`src/design/pfps_pkg.sv`:
```
`timescale 1ns / 1ps
package pfps_pkg;

  // Raster and frame store geometry
  localparam int STORE_WIDTH    = 384;
  localparam int STORE_HEIGHT   = 400;
  localparam int VISIBLE_WIDTH  = 320;
  localparam int VISIBLE_HEIGHT = 400;
  localparam int STORE_SIZE     = STORE_WIDTH * STORE_HEIGHT;

  // Four planes per pixel group, pixel groups spread over four banks
  localparam int NUM_PLANES = 4;
  localparam int NUM_BANKS  = 4;
  localparam int BANK_DEPTH = (STORE_SIZE + 15) / 16;
  localparam int ROW_W      = $clog2(BANK_DEPTH);

  // Linear scanout address before the wrap: below store size plus two store rows
  localparam int LIN_W = $clog2(STORE_SIZE + 2 * STORE_WIDTH);

  // Frame row before wrap reaches VISIBLE_HEIGHT - 1 + 512 - 1
  localparam int FROW_W     = 10;
  localparam int FROW_STEPS = (VISIBLE_HEIGHT + 512 - 1) / STORE_HEIGHT;
  localparam int COL_W      = 10;

  localparam int CMDQ_DEPTH = 4;
  localparam int OUTQ_DEPTH = 8;

  localparam int CFG_IDX_W  = 2;
  localparam int CFG_DATA_W = 10;

  typedef enum logic [1:0] {
    OP_PLANAR  = 2'd0,
    OP_PALETTE = 2'd1,
    OP_PIXEL   = 2'd2
  } opcode_t;

  typedef enum logic [CFG_IDX_W-1:0] {
    REG_PLANE_MASK = 2'd0,
    REG_SPLIT_LINE = 2'd1,
    REG_HSCROLL    = 2'd2
  } cfg_reg_t;

  typedef enum logic [1:0] {
    CMD_FRAME   = 2'd0,
    CMD_PALETTE = 2'd1,
    CMD_PIXEL   = 2'd2
  } cmd_kind_t;

  typedef struct packed {
    logic [1:0]  opcode;
    logic [15:0] write_address;
    logic [31:0] write_data;
    logic [7:0]  palette_index;
    logic [7:0]  red_in;
    logic [7:0]  green_in;
    logic [7:0]  blue_in;
  } in_t;

  typedef struct packed {
    logic [7:0] pixel_red;
    logic [7:0] pixel_green;
    logic [7:0] pixel_blue;
    logic       end_of_line;
    logic       end_of_frame;
  } out_t;

  typedef struct packed {
    logic [3:0]        plane_mask;
    logic signed [9:0] split_line;
    logic [6:0]        hscroll;
  } cfg_t;

  typedef struct packed {
    cmd_kind_t                             kind;
    logic [NUM_BANKS-1:0][ROW_W-1:0]       row;
    logic [NUM_BANKS-1:0][NUM_PLANES-1:0]  be;
    logic [NUM_BANKS-1:0][7:0]             wbyte;
    logic [7:0]                            pal_idx;
    logic [23:0]                           pal_rgb;
    logic                                  blank;
    logic                                  eol;
    logic                                  eof;
    logic [FROW_W-1:0]                     frow;
    logic [COL_W-1:0]                      col;
  } cmd_t;

endpackage

```
`src/design/pfps_cmdq.sv`:
```
`timescale 1ns / 1ps
module pfps_cmdq import pfps_pkg::*; (
  input  logic clk,
  input  logic rst_n,
  input  logic push,
  input  cmd_t push_cmd,
  output logic full,
  input  logic pop,
  output logic empty,
  output cmd_t head
);

  localparam int PTR_W = $clog2(CMDQ_DEPTH);
  localparam int CNT_W = $clog2(CMDQ_DEPTH + 1);

  cmd_t             mem_r [CMDQ_DEPTH];
  logic [PTR_W-1:0] wr_ptr_r, wr_ptr_nxt;
  logic [PTR_W-1:0] rd_ptr_r, rd_ptr_nxt;
  logic [CNT_W-1:0] cnt_r, cnt_nxt;

  assign full  = cnt_r == CNT_W'(CMDQ_DEPTH);
  assign empty = cnt_r == '0;
  assign head  = mem_r[rd_ptr_r];

  always_comb begin
    wr_ptr_nxt = wr_ptr_r;
    rd_ptr_nxt = rd_ptr_r;
    cnt_nxt    = cnt_r;
    if (push) begin
      wr_ptr_nxt = (wr_ptr_r == PTR_W'(CMDQ_DEPTH - 1)) ? '0 : wr_ptr_r + PTR_W'(1);
    end
    if (pop) begin
      rd_ptr_nxt = (rd_ptr_r == PTR_W'(CMDQ_DEPTH - 1)) ? '0 : rd_ptr_r + PTR_W'(1);
    end
    if (push && !pop) begin
      cnt_nxt = cnt_r + CNT_W'(1);
    end else if (pop && !push) begin
      cnt_nxt = cnt_r - CNT_W'(1);
    end
  end

  always_ff @(posedge clk) begin
    if (!rst_n) begin
      wr_ptr_r <= '0;
      rd_ptr_r <= '0;
      cnt_r    <= '0;
    end else begin
      wr_ptr_r <= wr_ptr_nxt;
      rd_ptr_r <= rd_ptr_nxt;
      cnt_r    <= cnt_nxt;
    end
  end

  always_ff @(posedge clk) begin
    if (push) begin
      mem_r[wr_ptr_r] <= push_cmd;
    end
  end

endmodule

```
`config.mk`:
```
export PLATFORM = sky130hd
export DESIGN_NAME = pfps_cmdq
export DESIGN_NICKNAME = d
export VERILOG_FILES = /design/src/design/pfps_pkg.sv /design/src/design/pfps_cmdq.sv
export SDC_FILE = /design/constraint.sdc
export NUM_CORES = 1
export LEC_CHECK = 0
export ABC_AREA = 1
export BUFFER_PORTS_ARGS = -buffer_cell sky130_fd_sc_hd__buf_4
export CORE_UTILIZATION = 57
export DETAILED_ROUTE_END_ITERATION = 10
export GPL_ROUTABILITY_DRIVEN = 1
export HOLD_SLACK_MARGIN = 0.06
export PLACE_DENSITY = 0.86
export SLEW_MARGIN = 20
export SYNTH_ARGS = -nofsm -noshare
export SYNTH_HDL_FRONTEND = slang
export SYNTH_SLANG_ARGS = --single-unit
export TNS_END_PERCENT = 50
```
`constraint.sdc`:
```
create_clock -name clk -period 4.65 [get_ports clk]
set_clock_uncertainty 0.1 [all_clocks]
set_input_delay 0.2325 -clock clk [delete_from_list [all_inputs] [get_ports clk]]
set_output_delay 0.2325 -clock clk [all_outputs]
set_load 0.02 [all_outputs]
```
==> results_dict.tcl <==
set metrics [dict create \
    synth_area_um2 24180 \
    rsz0062_at_grt "false" \
    htreeDepth 2 \
    drive_gt1_frac 0.2041 \
    leakagePower_uw 0.01074 \
    io_pins 328 \
    ys_ff_latch 653 \
    pre_cts_slack_ns 1.968 \
    ant_nets 0 \
    drtIter0Drc 1700 \
    hold_ws_ns 0.2770 \
    ir_worst_vdd_mv 0.4907 \
    cts_resized 0 \
    period_share 0.7686 \
    cts_tree "yes" \
    fmax_mhz 279.8 \
    setup_ws_ns 1.076 \
    routed_via_density 5.964 \
    end_kind "primary output" \
    finalSetupViolCount 0 \
    final_common_cell "edfxtp_1" \
    syn2layout_area_growth_pct 26.48 \
    yosysWarnings 0 \
    drt_first_pass_iters 6 \
    clk_latency_ns 0.60 \
    path_clk_slew_ns 0.07 \
    clockRootBuffer "clkbuf_16" \
    tns_ns 0 \
    max_cap_violations 0 \
    gr-total-overflow 0 \
    netlist_instances 1616 \
    dp_hpwl_um 29170 \
    powerDensity_nw_per_um2 435.2 \
    wl_per_cell_um 21.95 \
    avgSynthCellArea_um2 14.96 \
    cts.sinks 653 \
    synth_cell_types 21 \
    layout_common_cells "edfxtp_1 (644), buf_4 (335), nor2_1 (330)" \
    worstHoldPathType "input port to register" \
    start_util 0.5778 \
    chipHeight_um 208.0 \
    gp_congestion 0.7805 \
    drc_errors 0 \
    num_rows 75 \
    crit_required_ns 4.32 \
    cp.arrival_ns 3.24 \
    min_period_ns 3.574 \
    synth_seq_area_share 0.8072 \
    antenna_found_initial 8 \
    finalPower_uw 13310 \
    path_max_fanout 179 \
    critical_path.startpoint_type "register" \
    drt-total-wl_um 58650 \
    grt_max_degree 185 \
    grt_pass1_vias 16250 \
    die_x_um 208.0 \
    grt_usage 0.2674 \
    port-buffer-count 327 \
    slew_headroom 0.2784 \
    run_status "finished, final reports clean" \
    dieArea_um2 43250 \
    vias 15940 \
    finalHoldViolCount 0 \
    numCtsBuffers 61 \
    clock_path_buffers 3 \
    tightest_slew_ns 1.082 \
    crit_type "register to primary output" \
    layout.nets 2252 \
    fp.coreArea_um2 41850 \
    syn_nets 1788 \
    grt_pass1_wl_um 88370 \
    drv_slew 0 \
]
==> kinds of logic after synthesis <==
logic type / after synthesis / share of synthesized area
AOI/OAI and AO/OA: 489 / 0.1095
and+or+nand+nor: 344 / 0.05376
xor gates and xnor gates: 1 / 0.0003623
buffers and inverters: 122 / 0.02525
DFF: 653 / 0.8072
adders and majority gates: 7 / 0.003932
==> Yosys cell counts <==
master / n / area share
ha_1: 6 / 0.0031
o21ai_0: 316 / 0.065
a21oi_1: 3 / 0.00062
xor2_1: 1 / 0.00036
clkbuf_2: 6 / 0.0012
fa_1: 1 / 0.00083
buf_2: 32 / 0.0066
nand3_1: 1 / 0.00021
dfxtp_1: 9 / 0.0075
nand4_1: 1 / 0.00026
inv_1: 14 / 0.0022
edfxtp_1: 644 / 0.80
clkbuf_1: 52 / 0.0081
buf_6: 12 / 0.0056
inv_2: 2 / 0.00031
nor3_1: 4 / 0.00083
nand2_1: 8 / 0.0012
buf_4: 4 / 0.0012
nor2_1: 330 / 0.051
o22ai_1: 161 / 0.042
o21ai_1: 9 / 0.0019
==> critical path: stages (launching register included) <==
cell and delay (ns):
dfxtp_4 0.50, inv_8 0.66, buf_4 0.51, o21ai_0 0.23, o22ai_1 0.28, buf_4 0.20
==> metal layers <==
layer  vias to the layer above  track usage  wire, um  part of all wire
met3                       151      0.06445      5366             0.091
met4                         2       0.1331      2190             0.037
met2                       920       0.4430     29510              0.50
met5                         -            0        12           0.00020
li1                       7038            -         -                 -
met1                      7824       0.3320     21570              0.37
==> repair_timing <==
item | 4_1_cts | 5_1_grt
endpoints found under the setup margin | 0 | 0
setup buffers | 0 | 0
hold buffers | 164 | 0
hold endpoints to repair | 653 | 0
==> path summary, 6_finish.rpt <==
kind / startpoint / endpoint / slack [ns] / cells past startpoint
max reg2reg: wr_ptr_r[0]$_SDFFE_PN0P_ / mem_r[3][100]$_DFFE_PP_ / 2.27 / 4
min: push_cmd[48] / mem_r[0][48]$_DFFE_PP_ / 0.28 / 2
min reg2reg: wr_ptr_r[1]$_SDFFE_PN0P_ / wr_ptr_r[1]$_SDFFE_PN0P_ / 0.45 / 2
max: register / head[87] / 1.08 / 5
==> report_power, final <==
| part | switching (uW) | total, uW | internal (uW) |
|---|---|---|---|
| logic | 1070 | 1700 | 634 |
| clock network | 2070 | 4800 | 2730 |
| registers | 72.4 | 6810 | 6730 |
==> registers in the layout, indices dropped and copies added, names as in the netlist, named ones only <==
register and flops:
mem_r 644, rd_ptr_r 2, wr_ptr_r 2, cnt_r 3
==> metrics by stage <==
step	cells	utilization	area, um2
finish	2672	0.7308	30580
global route	2671	0.7307	30580
CTS	2665	0.7303	30570
detailed placement	2392	0.6456	27020
global placement	2392	0.6456	27020
floorplan	1616	-	24180
==> area by class of cell <==
| class | instances | area, um2 |
|---|---|---|
| sequential | 653 | 19530 |
| fill | 2339 | 11270 |
| timing repair buffer | 507 | 4317 |
| multi-input combinational | 841 | 4053 |
| clock buffer | 73 | 1572 |
| tap | 539 | 674.4 |
| clock inverter | 36 | 335.3 |
| inverter | 16 | 90.09 |
| antenna | 7 | 17.52 |
(Power assumes the default switching activity.)
