==> config.mk <==
export PLATFORM = sky130hd
export DESIGN_NAME = pfps_front
export DESIGN_NICKNAME = d
export VERILOG_FILES = /design/src/design/pfps_pkg.sv /design/src/design/pfps_front.sv
export SDC_FILE = /design/constraint.sdc
export NUM_CORES = 1
export LEC_CHECK = 0
export ABC_AREA = 1
export BUFFER_PORTS_ARGS = -buffer_cell sky130_fd_sc_hd__buf_2
export CORE_MARGIN = 2
export CORE_UTILIZATION = 41
export DETAILED_ROUTE_END_ITERATION = 6
export GPL_TIMING_DRIVEN = 0
export PLACE_DENSITY = 0.79
export SLEW_MARGIN = 20
export SYNTH_ARGS = -nofsm -noshare
export SYNTH_HDL_FRONTEND = slang
export SYNTH_SLANG_ARGS = --single-unit
export TNS_END_PERCENT = 50
==> constraint.sdc <==
create_clock -name clk -period 2.85 [get_ports clk]
set_input_delay 0 -clock clk [delete_from_list [all_inputs] [get_ports clk]]
set_output_delay 0 -clock clk [all_outputs]
set_load 0.02 [all_outputs]
==> src/design/pfps_pkg.sv <==
`timescale 1ns / 1ps
package pfps_pkg;

  // Raster and frame store geometry
  localparam int STORE_WIDTH    = 384;
  localparam int STORE_HEIGHT   = 400;
  localparam int VISIBLE_WIDTH  = 320;
  localparam int VISIBLE_HEIGHT = 400;
  localparam int STORE_SIZE     = STORE_WIDTH * STORE_HEIGHT;

  // Four planes per pixel group, pixel groups spread over four banks
  localparam int NUM_PLANES = 4;
  localparam int NUM_BANKS  = 4;
  localparam int BANK_DEPTH = (STORE_SIZE + 15) / 16;
  localparam int ROW_W      = $clog2(BANK_DEPTH);

  // Linear scanout address before the wrap: below store size plus two store rows
  localparam int LIN_W = $clog2(STORE_SIZE + 2 * STORE_WIDTH);

  // Frame row before wrap reaches VISIBLE_HEIGHT - 1 + 512 - 1
  localparam int FROW_W     = 10;
  localparam int FROW_STEPS = (VISIBLE_HEIGHT + 512 - 1) / STORE_HEIGHT;
  localparam int COL_W      = 10;

  localparam int CMDQ_DEPTH = 4;
  localparam int OUTQ_DEPTH = 8;

  localparam int CFG_IDX_W  = 2;
  localparam int CFG_DATA_W = 10;

  typedef enum logic [1:0] {
    OP_PLANAR  = 2'd0,
    OP_PALETTE = 2'd1,
    OP_PIXEL   = 2'd2
  } opcode_t;

  typedef enum logic [CFG_IDX_W-1:0] {
    REG_PLANE_MASK = 2'd0,
    REG_SPLIT_LINE = 2'd1,
    REG_HSCROLL    = 2'd2
  } cfg_reg_t;

  typedef enum logic [1:0] {
    CMD_FRAME   = 2'd0,
    CMD_PALETTE = 2'd1,
    CMD_PIXEL   = 2'd2
  } cmd_kind_t;

  typedef struct packed {
    logic [1:0]  opcode;
    logic [15:0] write_address;
    logic [31:0] write_data;
    logic [7:0]  palette_index;
    logic [7:0]  red_in;
    logic [7:0]  green_in;
    logic [7:0]  blue_in;
  } in_t;

  typedef struct packed {
    logic [7:0] pixel_red;
    logic [7:0] pixel_green;
    logic [7:0] pixel_blue;
    logic       end_of_line;
    logic       end_of_frame;
  } out_t;

  typedef struct packed {
    logic [3:0]        plane_mask;
    logic signed [9:0] split_line;
    logic [6:0]        hscroll;
  } cfg_t;

  typedef struct packed {
    cmd_kind_t                             kind;
    logic [NUM_BANKS-1:0][ROW_W-1:0]       row;
    logic [NUM_BANKS-1:0][NUM_PLANES-1:0]  be;
    logic [NUM_BANKS-1:0][7:0]             wbyte;
    logic [7:0]                            pal_idx;
    logic [23:0]                           pal_rgb;
    logic                                  blank;
    logic                                  eol;
    logic                                  eof;
    logic [FROW_W-1:0]                     frow;
    logic [COL_W-1:0]                      col;
  } cmd_t;

endpackage

==> src/design/pfps_front.sv <==
`timescale 1ns / 1ps
module pfps_front import pfps_pkg::*; (
  input  logic clk,
  input  logic rst_n,
  input  logic in_push,
  output logic in_full,
  input  in_t  in_data,
  input  cfg_t cfg,
  input  logic q_full,
  output logic q_push,
  output cmd_t q_cmd
);

  logic [8:0] col_r, col_nxt;
  logic [8:0] row_r, row_nxt;
  logic       accept;
  logic       eol;
  logic       eof;

  assign in_full = q_full;
  assign accept  = in_push && !q_full;
  assign eol     = col_r >= 9'(VISIBLE_WIDTH - 1);
  assign eof     = eol && (row_r >= 9'(VISIBLE_HEIGHT - 1));

  always_comb begin
    logic [1:0]        jsel;
    logic [16:0]       p;
    logic signed [10:0] y_s;
    logic signed [10:0] split_s;
    logic signed [10:0] frow_s;
    logic [FROW_W-1:0] frow_m;

    y_s     = $signed({2'b00, row_r});
    split_s = $signed({cfg.split_line[9], cfg.split_line});
    frow_s  = y_s - split_s - 11'sd1;
    // Fold the frame row back into the store
    frow_m  = frow_s[FROW_W-1:0];
    for (int s = 0; s < FROW_STEPS; s++) begin
      if (frow_m >= FROW_W'(STORE_HEIGHT)) begin
        frow_m = frow_m - FROW_W'(STORE_HEIGHT);
      end
    end

    q_cmd  = '0;
    q_push = 1'b0;
    unique case (in_data.opcode)
      OP_PLANAR: begin
        q_push     = accept;
        q_cmd.kind = CMD_FRAME;
        // Bank b takes the byte whose pixel group lands on it
        for (int b = 0; b < NUM_BANKS; b++) begin
          jsel = 2'(b) - in_data.write_address[1:0];
          p    = {1'b0, in_data.write_address} + 17'(jsel);
          q_cmd.row[b]   = ROW_W'(p >> 2);
          q_cmd.wbyte[b] = in_data.write_data[{jsel, 3'b000} +: 8];
          for (int k = 0; k < NUM_PLANES; k++) begin
            q_cmd.be[b][k] = cfg.plane_mask[k] && ({p, 2'(k)} < 19'(STORE_SIZE));
          end
        end
      end
      OP_PALETTE: begin
        q_push        = accept;
        q_cmd.kind    = CMD_PALETTE;
        q_cmd.pal_idx = in_data.palette_index;
        q_cmd.pal_rgb = {in_data.red_in, in_data.green_in, in_data.blue_in};
      end
      OP_PIXEL: begin
        q_push      = accept;
        q_cmd.kind  = CMD_PIXEL;
        q_cmd.eol   = eol;
        q_cmd.eof   = eof;
        q_cmd.blank = !(y_s > split_s);
        q_cmd.frow  = frow_m;
        q_cmd.col   = COL_W'(col_r) + COL_W'(cfg.hscroll);
      end
      default: begin
        q_push = 1'b0;
      end
    endcase
  end

  // Advance the raster on every accepted pixel request
  always_comb begin
    col_nxt = col_r;
    row_nxt = row_r;
    if (accept && (in_data.opcode == OP_PIXEL)) begin
      if (eol) begin
        col_nxt = '0;
        row_nxt = eof ? 9'd0 : row_r + 9'd1;
      end else begin
        col_nxt = col_r + 9'd1;
      end
    end
  end

  always_ff @(posedge clk) begin
    if (!rst_n) begin
      col_r <= '0;
      row_r <= '0;
    end else begin
      col_r <= col_nxt;
      row_r <= row_nxt;
    end
  end

endmodule

==> impl_metrics.py, run 1 <==
metrics = {
    "outcome": {
        "outcome": "finished, violations left",
        "failed_checks": "negative setup slack",
    },
    "clocking": {
        "cts_made_buffers": 3,
        "worst_skew_pair.late_latency_ns": 0.25,
        "cts_h_tree_depth": 1,
        "cts_hold_repair.buffers": 0,
        "clock-root-buffer": "clkbuf_16",
        "cts_max_path_buffers": 2,
        "tritoncts_num_sinks": 18,
        "cts_tree": "done",
        "cts.reportedPaths.clkPinSlew_ns": 0.05,
    },
    "finish": {
        "final_cell_count_no_fill": 1332,
        "layout-area-overhead-vs-synth_pct": 42.3,
        "nFillCells": 1094,
        "num-nets-final": 1328,
        "layout.cell_area.non_filler_um2": 6580,
        "final_common_cell": "buf_2",
        "layout_common_cells": "buf_2, nor2_1, nand2_1",
        "drive_gt1_share_pct": 31.0,
        "n_antenna_cell": 0,
    },
    "timing": {
        "worst-slew-pin-transition_ns": 0.629,
        "drv_slew": 0,
        "rsz0062_at_grt": "true",
        "setup_tns_ns": -0.894,
        "fmax_mhz": 329,
        "skew_ns": 0.00201,
        "layout_worst_path_cycle_share_pct": 107,
        "worst_slew_margin_rel_pct": 57.6,
        "hold_viol": 0,
        "final-setup-viol-count": 6,
        "post-route-worst-setup-slack_ns": -0.189,
        "finalCriticalPeriod_ns": 3.04,
    },
    "power": {
        "power.density_nw_per_um2": 218,
        "worst_supply_voltage_drop_on_vdd_v": 0.000306,
        "static-leakage-power_uw": 0.00388,
    },
    "synth": {
        "number_of_synthesized_flops_with_an_enable_pin": 0,
        "synthFlopType": "dfxtp_1",
        "synth.avg_cell_area_um2": 5.09,
        "post_synth_instance_area_um2": 4620,
        "ys_seq_area_share_pct": 7.79,
        "syn_inst": 909,
        "postSynthNetCount": 1044,
        "post_synth_num_cell_types": 45,
        "ys_async_sr_fraction_pct": 0,
        "synth_seq_cells": 18,
        "yosys_warns": 0,
    },
    "floorplan": {
        "start_util_pct": 42.3,
        "die-width_um": 110,
        "die_height_um": 110,
        "fp-row-count": 38,
        "floorplan.die_area_um2": 12100,
        "i_o_pins": 270,
        "floorplan.core_area_um2": 10900,
    },
    "place": {
        "numPortBuffers": 266,
        "dpl.hpwl_um": 14500,
        "gp_routability_congestion": 0.963,
        "dpl-instance-area_um2": 6150,
        "place.detailed.instances": 1315,
    },
    "worst_hold_path": {
        "holdCritPathClass": "in -> reg",
        "timing.hold.worst.start": "rst_n",
        "worstHoldEndpoint": "col_r[1]",
        "holdPathStages": 3,
    },
    "global_route": {
        "grt.total_usage_pct": 27.1,
        "grt_pass1_wl_um": 26600,
        "initial_antenna_violation_count": 0,
        "grt_start_max_net_pins": 19,
        "first_global_vias": 5727,
        "grt_overflow_total": 0,
    },
    "route": {
        "drc": 0,
        "wl_met1_um": 7450,
        "avgViaCountPerCell": 5.04,
        "route.final.wire_length_um": 18000,
        "final_antenna_violating_net_count": 0,
        "via_total_after_detailed_routing": 6707,
        "met2_length_um": 8440,
        "routedWlPerCell_um": 13.5,
        "met3RoutedLength_um": 1440,
        "route.top_layer_used": "met4",
        "drt-pass1-iter-count": 5,
        "drtIter0Drc": 465,
    },
    "setup_path": {
        "critical_path.reg2reg.endpoint": "row_r[3]",
        "critical_path.slowest_cell": "dfxtp_1",
        "timing_worst_setup_path_type": "reg -> out",
        "rr_startpoint": "col_r[1]",
        "crit_arrival_ns": 3.04,
        "reg2reg_depth": 9,
        "critical_path.n_buffers_inverters": 2,
        "crit_path_max_incr_delay_ns": 0.36,
        "timing.critical_path.from": "row_r[4]",
        "crit_family": "simple AND/OR/NAND/NOR gates",
        "kind_of_end_point_of_the_critical_path": "primary output",
        "critical_path_peak_fanout": 6,
        "regToRegSetupSlack_ns": 0.60,
        "critical_path_required_ns": 2.85,
        "path_cells": "ha_4 -> nand2_1 -> inv_1 -> nand2_1 -> nand2_1 -> nand2_1 -> nand2_4 -> ha_4 -> nand3_2 -> nor2_1 -> nand3_1 -> nand3_2 -> nand2_4 -> nand2_8 -> nand2_2 -> nand2_4 -> nand3_4 -> nand2_4 -> nand2_4 -> nand2_1 -> nand2_1 -> nor2_2 -> buf_6",
        "critical_path.most_common_cell": "nand2_1",
        "element_type_at_the_critical_path_start": "flop",
    },
    "flow_run": {
        "cap_violations": 0,
    },
}
[report_power, final]
part           internal, uW  switching (uW)  total (uW)
registers               253            1.49         254
clock network           214             101         315
logic                   294             573         867
total                   761             675        1440
[worst max-delay path by stage]
stage / slack (ns) / cells after the start / endpoint
2_1_floorplan: -0.07 / 22 / q_cmd[16]
3_3_place_gp: -0.34 / 24 / q_cmd[14]
3_5_place_dp: -0.43 / 24 / q_cmd[14]
4_1_cts: -0.15 / 24 / q_cmd[14]
5_1_grt: -0.46 / 23 / q_cmd[17]
6_report: -0.19 / 23 / q_cmd[17]
[logic make-up (layout without fill, tap and decap cells)]
family	count (synthesis)	after routing	synth area share, %
XOR/XNOR	31	31	5.87
AND/OR/NAND/NOR	495	495	45.6
flip-flops	18	18	7.79
AO/OA/AOI/OAI	143	143	16.9
buffers and inverters	194	477	16.0
adder cells (fa/ha/maj)	28	28	7.90
[Yosys cell counts, drive strengths merged, types with 4 or more instances]
| master | instances | area (um2) |
|---|---|---|
| buf | 8 | 40.0 |
| nand4 | 8 | 50.1 |
| nand2 | 196 | 821 |
| o21ai | 93 | 469 |
| inv | 161 | 604 |
| a31oi | 4 | 25.0 |
| xor2 | 27 | 236 |
| ha | 26 | 325 |
| dfxtp | 18 | 360 |
| nor2 | 224 | 861 |
| clkbuf | 23 | 86.3 |
| xnor2 | 4 | 35.0 |
| a21oi | 34 | 189 |
| nand3 | 46 | 258 |
| nor3 | 15 | 80.1 |
[stage by stage]
stage	total power [uW]	worst slack [ns]	utilization [%]	hold slack, ns
floorplan	776	-0.0680	-	0.0869
global placement	1050	-0.343	56.2	0.299
detailed placement	1060	-0.432	56.2	0.309
CTS	1410	-0.150	59.4	0.0444
global route	1530	-0.461	60.2	0.0612
finish	1440	-0.189	60.2	0.0384
[registers in the layout, summed over array words and instances, names as in the netlist]
signal  count
col_r       9
row_r       9
[per-layer routing]
layer / global-route usage, % / up-vias
met5: 0 / -
met4: 10.7 / 0
met3: 3.17 / 41
met2: 45.7 / 340
met1: 35.2 / 2944
li1: - / 3382
[final cells by class]
class	instances	area (um2)	share of cell area, %
multi-input cells	697	3740	56.9
plain buffers	29	123	1.86
flip-flops and latches	18	365	5.55
inverters	163	618	9.39
repair buffers	281	1470	22.3
clock buffers	4	88.8	1.35
well taps	140	175	2.66
[worst reg2reg max path, delay by kind of cell (launching register included)]
family	cells	cell delay (ns)
adder cells (fa/ha/maj)	1	0.19
flip-flops	1	0.43
buffers and inverters	2	0.23
AND/OR/NAND/NOR	3	0.37
AO/OA/AOI/OAI	3	0.93
[timing repair]
action,in CTS,in global routing
endpoints found under the setup margin,15,14
setup buffers,11,4
pin swaps,13,2
gates resized for setup,45,15
Power figures use the tool's default switching activity.
==> inputs of run 2 (changes only) <==
CELL_PAD_IN_SITES_DETAIL_PLACEMENT = 1   (was not set)
CELL_PAD_IN_SITES_GLOBAL_PLACEMENT = 1   (was not set)
CORE_UTILIZATION = 25   (was 41)
PLACE_DENSITY = not set   (was 0.79)
PLACE_DENSITY_LB_ADDON = 0.1   (was not set)
==> run 2 against run 1 <==
Against the previous run:
- non-clock buffer count grew 7
- highest routed layer unchanged
- largest power group unchanged
- worst hold slack improved by 0.019 ns
- combinational power grew 5.0%
- the run ends with design-rule violations, negative setup slack left
- critical endpoint is now q_cmd[19]
==> impl_metrics.py, run 2 (synthesis results as in run 1) <==
metrics = {
    "outcome": {
        "outcome": "finished, violations left",
        "failed_checks": "design-rule violations, negative setup slack",
    },
    "setup_path": {
        "critical_path.most_common_cell": "nand2_4",
        "path_cells": "ha_4 -> inv_2 -> fa_2 -> inv_2 -> nand3_2 -> nand2_4 -> xnor2_4 -> inv_2 -> ha_4 -> nand3_2 -> nor2_2 -> nand3_2 -> nand3_2 -> nand2_4 -> nand2_8 -> nand2_4 -> nand2_4 -> nor2_4 -> nand2_4 -> buf_4 -> nor3_4 -> buf_6",
        "critical_path_peak_fanout": 6,
        "critical_path.slowest_cell": "dfxtp_4",
        "element_type_at_the_critical_path_start": "flop",
        "timing.critical_path.from": "row_r[0]",
        "crit_path_max_incr_delay_ns": 0.35,
        "rr_startpoint": "col_r[1]",
        "crit_arrival_ns": 3.09,
        "critical_path_required_ns": 2.85,
        "kind_of_end_point_of_the_critical_path": "primary output",
        "timing_worst_setup_path_type": "reg -> out",
    },
    "route": {
        "drc": 7,
        "drt-pass1-iter-count": 7,
        "avgViaCountPerCell": 4.59,
        "routedWlPerCell_um": 14.5,
        "via_total_after_detailed_routing": 6548,
        "route.final.wire_length_um": 20800,
        "drtIter0Drc": 255,
        "final_antenna_violating_net_count": 0,
    },
    "clocking": {
        "cts_h_tree_depth": 1,
        "cts.reportedPaths.clkPinSlew_ns": 0.05,
        "cts_tree": "done",
        "cts_max_path_buffers": 2,
        "clock-root-buffer": "clkbuf_16",
        "cts_made_buffers": 3,
        "tritoncts_num_sinks": 18,
        "worst_skew_pair.late_latency_ns": 0.25,
    },
    "timing": {
        "rsz0062_at_grt": "true",
        "hold_viol": 0,
        "layout_worst_path_cycle_share_pct": 108,
        "worst-slew-pin-transition_ns": 0.687,
        "finalCriticalPeriod_ns": 3.09,
        "setup_tns_ns": -1.31,
        "fmax_mhz": 324,
        "skew_ns": 0.00540,
        "worst_slew_margin_rel_pct": 53.7,
        "post-route-worst-setup-slack_ns": -0.241,
        "drv_slew": 0,
        "final-setup-viol-count": 6,
    },
    "finish": {
        "final_common_cell": "buf_2",
        "drive_gt1_share_pct": 32.4,
        "multi_input_area_um2": 3830,
        "num-nets-final": 1335,
        "final_cell_count_no_fill": 1428,
        "nFillCells": 2557,
        "layout_common_cells": "buf_2, nor2_1, nand2_1",
        "regs_by_ff_count": "col_r: 9 flops, row_r: 9 flops",
        "layout-area-overhead-vs-synth_pct": 48.2,
        "n_antenna_cell": 0,
        "register_area_um2": 368,
        "final_core_area_utilization_pct": 37.9,
    },
    "global_route": {
        "first_global_vias": 6684,
        "initial_antenna_violation_count": 0,
        "grt.total_usage_pct": 20.2,
        "grt_overflow_total": 0,
        "grt_pass1_wl_um": 33200,
        "grt_start_max_net_pins": 19,
    },
    "power": {
        "power.density_nw_per_um2": 214,
        "static-leakage-power_uw": 0.00396,
        "worst_supply_voltage_drop_on_vdd_v": 0.000171,
    },
    "place": {
        "place.detailed.instances": 1404,
        "post-place-ws_ns": -0.547,
        "dpl.hpwl_um": 17800,
        "numPortBuffers": 266,
        "gp_routability_congestion": 0.882,
    },
    "floorplan": {
        "floorplan.die_area_um2": 19600,
        "die-width_um": 140,
        "fp-row-count": 49,
        "floorplan.core_area_um2": 18100,
        "start_util_pct": 25.6,
        "i_o_pins": 270,
        "die_height_um": 140,
    },
    "worst_hold_path": {
        "timing.hold.worst.start": "rst_n",
        "holdCritPathClass": "in -> reg",
    },
    "flow_run": {
        "cap_violations": 0,
    },
}
[run 2: cell count changes in the layout (fill, tap and decap cells not counted), moves of 3 or more]
cell / delta
nand2_1: -4
buf_4: +8
nand2_4: +4
nand3_1: -3
buf_2: -3
[run 2: report_power, final]
| part | total [uW] | internal, uW | switching, uW |
|---|---|---|---|
| clock network | 305 | 213 | 92.0 |
| logic | 910 | 311 | 599 |
| registers | 253 | 252 | 1.61 |
| total | 1470 | 776 | 693 |
[run 2: final timing paths]
check / endpoint / slack (ns) / cells past startpoint
worst min register to register: row_r[8] / 0.50 / 2
worst min-delay path: col_r[1] / 0.06 / 3
worst max register to register: row_r[5] / 0.52 / 10
worst max-delay path: q_cmd[19] / -0.24 / 22
[run 2: worst max-delay path, delay by kind of cell, from the launching register on]
family	cells	cell delay [ns]
and+or+nand+nor	13	1.24
adders and majority gates	3	0.64
buffers and inverters	5	0.47
DFF	1	0.35
xor gates and xnor gates	1	0.13
[run 2: final cells by class]
cell class | count | share of cell area (%)
Tap cell | 229 | 4.18
Sequential cell | 18 | 5.37
Buffer | 29 | 1.79
Multi-Input combinational cell | 697 | 55.9
Timing Repair Buffer | 288 | 22.4
Clock buffer | 4 | 1.30
Inverter | 163 | 9.02
[run 2: routing by layer]
layer  up-vias  GRT usage (%)  wire length, um
met1      2985           27.4             9910
li1       3403              -                -
met5         -              0                0
met3         8           2.09              813
met2       152           36.0             9900
met4         0           2.07              154
[run 2: what timing repair did]
action,CTS,global route
gates cloned,0,0
setup buffers,10,12
pin swaps,19,19
resized for setup,52,33
hold buffers,0,0
setup endpoints to repair,17,14
[run 2: stage by stage]
stage / hold WS, ns / total power [uW] / area (um2)
floorplan: 0.0869 / 776 / 4640
global placement: 0.282 / 1080 / 6260
detailed placement: 0.308 / 1080 / 6260
CTS: 0.0501 / 1440 / 6640
global route: 0.0799 / 1590 / 6850
finish: 0.0579 / 1470 / 6850
==> inputs of run 3 (changes only) <==
ABC_AREA = not set   (was 1)
CORE_UTILIZATION = 28   (was 25)
==> run 3 against run 2 <==
Against the previous run:
- the run ends with negative setup slack left
- first-iteration DRC count is 24% lower
- cell count is 19% lower
- total power is 3.8% higher
- worst hold slack worse by 0.041 ns
- combinational power is 5.8% higher
- register-to-register slack worse by 0.21 ns
- synthesized cell count is 29% lower
- die area is 7.2% lower
- fmax is 21% lower
- utilization is 5.0 points higher
- critical endpoint is now q_cmd[16]
==> impl_metrics.py, run 3 <==
metrics = {
    "outcome": {
        "outcome": "finished, violations left",
        "failed_checks": "negative setup slack",
    },
    "finish": {
        "n_antenna_cell": 0,
        "register_area_um2": 372,
        "regs_by_ff_count": "col_r: 9 flops, row_r: 9 flops",
        "final_common_cell": "buf_2",
        "num-nets-final": 1075,
        "layout-area-overhead-vs-synth_pct": 49.0,
        "drive_gt1_share_pct": 44.1,
        "layout_common_cells": "buf_2, nor2_1, and2_1",
        "final_core_area_utilization_pct": 42.9,
        "multi_input_area_um2": 4520,
        "final_cell_count_no_fill": 1159,
        "nFillCells": 2157,
    },
    "clocking": {
        "cts.reportedPaths.clkPinSlew_ns": 0.05,
        "tritoncts_num_sinks": 18,
        "cts_hold_repair.buffers": 0,
        "cts_made_buffers": 3,
        "cts_max_path_buffers": 2,
        "worst_skew_pair.late_latency_ns": 0.25,
        "cts_h_tree_depth": 1,
        "clock-root-buffer": "clkbuf_16",
        "cts_tree": "done",
    },
    "floorplan": {
        "fp-row-count": 47,
        "floorplan.die_area_um2": 18200,
        "start_util_pct": 28.8,
        "die-width_um": 135,
        "i_o_pins": 270,
        "die_height_um": 135,
        "floorplan.core_area_um2": 16600,
    },
    "place": {
        "post-place-ws_ns": -1.64,
        "numPortBuffers": 261,
        "gp_routability_congestion": 0.916,
        "place.detailed.instances": 1128,
        "dpl.hpwl_um": 18300,
    },
    "route": {
        "avgViaCountPerCell": 5.28,
        "via_total_after_detailed_routing": 6115,
        "drt-pass1-iter-count": 4,
        "final_antenna_violating_net_count": 0,
        "routedWlPerCell_um": 19.1,
        "drc": 0,
        "route.final.wire_length_um": 22200,
        "drtIter0Drc": 194,
    },
    "global_route": {
        "grt.total_usage_pct": 23.2,
        "first_global_vias": 6412,
        "grt_start_max_net_pins": 11,
        "initial_antenna_violation_count": 0,
        "grt_pass1_wl_um": 33800,
        "grt_overflow_total": 0,
    },
    "setup_path": {
        "regToRegSetupSlack_ns": 0.31,
        "path_cells": "ha_4 -> inv_4 -> fa_2 -> nand2b_4 -> a21oi_4 -> xor2_4 -> inv_2 -> ha_4 -> buf_4 -> a21oi_1 -> mux2i_2 -> a21oi_4 -> or3_4 -> a21oi_4 -> mux2i_4 -> buf_6",
        "element_type_at_the_critical_path_start": "flop",
        "critical_path.slowest_cell": "mux2i_2",
        "crit_path_max_incr_delay_ns": 0.46,
        "critical_path.reg2reg.endpoint": "row_r[6]",
        "rr_startpoint": "col_r[1]",
        "timing_worst_setup_path_type": "reg -> out",
        "kind_of_end_point_of_the_critical_path": "primary output",
        "critical_path_required_ns": 2.85,
        "reg2reg_depth": 9,
        "critical_path_peak_fanout": 4,
        "critical_path.most_common_cell": "a21oi_4",
        "critical_path.n_buffers_inverters": 4,
        "crit_arrival_ns": 3.92,
        "crit_family": "compound AO/OA/AOI/OAI gates",
    },
    "synth": {
        "synth_seq_cells": 18,
        "count_leader_synth": "nor2_1",
        "synthFlopType": "dfxtp_1",
        "yosys-top-cells-count": "nor2_1, and2_1, mux4_2",
        "post_synth_instance_area_um2": 4790,
        "post_synth_main_area_contributors": "mux4_2, and2_1, nor2_1, dfxtp_1, ha_1",
        "ys_async_sr_fraction_pct": 0,
        "post_synth_num_cell_types": 70,
        "yosys.area.top_type_share_pct": 15.0,
        "yosys_warns": 0,
        "synth.largest_area_cell": "mux4_2",
        "syn_inst": 647,
        "ys_seq_area_share_pct": 7.52,
        "synth.avg_cell_area_um2": 7.41,
        "number_of_synthesized_flops_with_an_enable_pin": 0,
        "postSynthNetCount": 782,
    },
    "timing": {
        "drv_slew": 0,
        "fmax_mhz": 255,
        "rsz0062_at_grt": "true",
        "hold_viol": 0,
        "layout_worst_path_cycle_share_pct": 137,
        "worst_slew_margin_rel_pct": 28.2,
        "skew_ns": 0.00209,
        "final-setup-viol-count": 6,
        "finalCriticalPeriod_ns": 3.92,
        "post-route-worst-setup-slack_ns": -1.07,
        "worst-slew-pin-transition_ns": 1.07,
    },
    "worst_hold_path": {
        "holdCritPathClass": "in -> reg",
        "timing.hold.worst.start": "rst_n",
        "worstHoldEndpoint": "row_r[1]",
        "holdPathStages": 2,
    },
    "power": {
        "worst_supply_voltage_drop_on_vdd_v": 0.000160,
        "static-leakage-power_uw": 0.00342,
        "power.density_nw_per_um2": 213,
    },
    "flow_run": {
        "cap_violations": 0,
    },
}
-- run 3: cell families after synthesis --
logic type	share of synthesized area, %
and+or+nand+nor	35.1
AOI/OAI and AO/OA	16.6
buffers and inverters	5.98
xor gates and xnor gates	11.0
muxes	16.1
adders and majority gates	7.62
DFF	7.52
-- run 3: stage by stage --
| step | setup TNS, ns | total power [uW] | hold WS, ns | area [um2] |
|---|---|---|---|---|
| floorplan | -3.07 | 811 | 0.0887 | 4930 |
| global placement | -30.60 | 1110 | 0.261 | 6510 |
| detailed placement | -33.91 | 1120 | 0.281 | 6510 |
| CTS | -5.42 | 1510 | 0.0220 | 7030 |
| global route | -6.69 | 1620 | 0.0339 | 7140 |
| finish | -5.60 | 1520 | 0.0165 | 7140 |
-- run 3: per-layer routing --
layer	vias to the layer above	share of wire (%)	routed length (um)	GRT usage (%)
met1	2965	39	8690	26.6
met3	29	8.4	1870	5.48
met4	0	2.4	542	6.43
met5	-	0	0	0
met2	267	50	11000	42.7
li1	2854	-	-	-
-- run 3: timing repair --
| item | 4_1_cts | 5_1_grt |
|---|---|---|
| resized for setup | 55 | 20 |
| cloned | 0 | 0 |
| buffers inserted | 22 | 6 |
| pin swaps | 20 | 4 |
| setup endpoints to repair | 52 | 19 |
-- run 3: final cells by class --
cell class                      count  share of cell area (%)
Multi-Input combinational cell    561                    63.2
Timing Repair Buffer              289                    21.9
Sequential cell                    18                    5.20
Tap cell                          220                    3.85
Buffer                             42                    3.22
Inverter                           25                    1.35
Clock buffer                        4                    1.24
-- run 3: worst max-delay path by stage --
stage | startpoint | endpoint | slack [ns] | depth (start not counted)
after floorplan | row_r[0] | q_cmd[16] | -0.78 | 16
after global routing | row_r[0] | q_cmd[16] | -1.23 | 17
after CTS | row_r[0] | q_cmd[16] | -1.13 | 17
final | row_r[0] | q_cmd[16] | -1.07 | 16
after global placement | in_data[65] | q_cmd[87] | -1.49 | 17
after detailed placement | in_data[65] | q_cmd[89] | -1.64 | 17
-- run 3: report_power, final --
group          switching (uW)  leakage [uW]  total [uW]  internal, uW
clock network            97.4     0.0000442         311           214
logic                     553       0.00323         963           410
registers                1.05      0.000147         251           250
total                     651       0.00342        1520           873
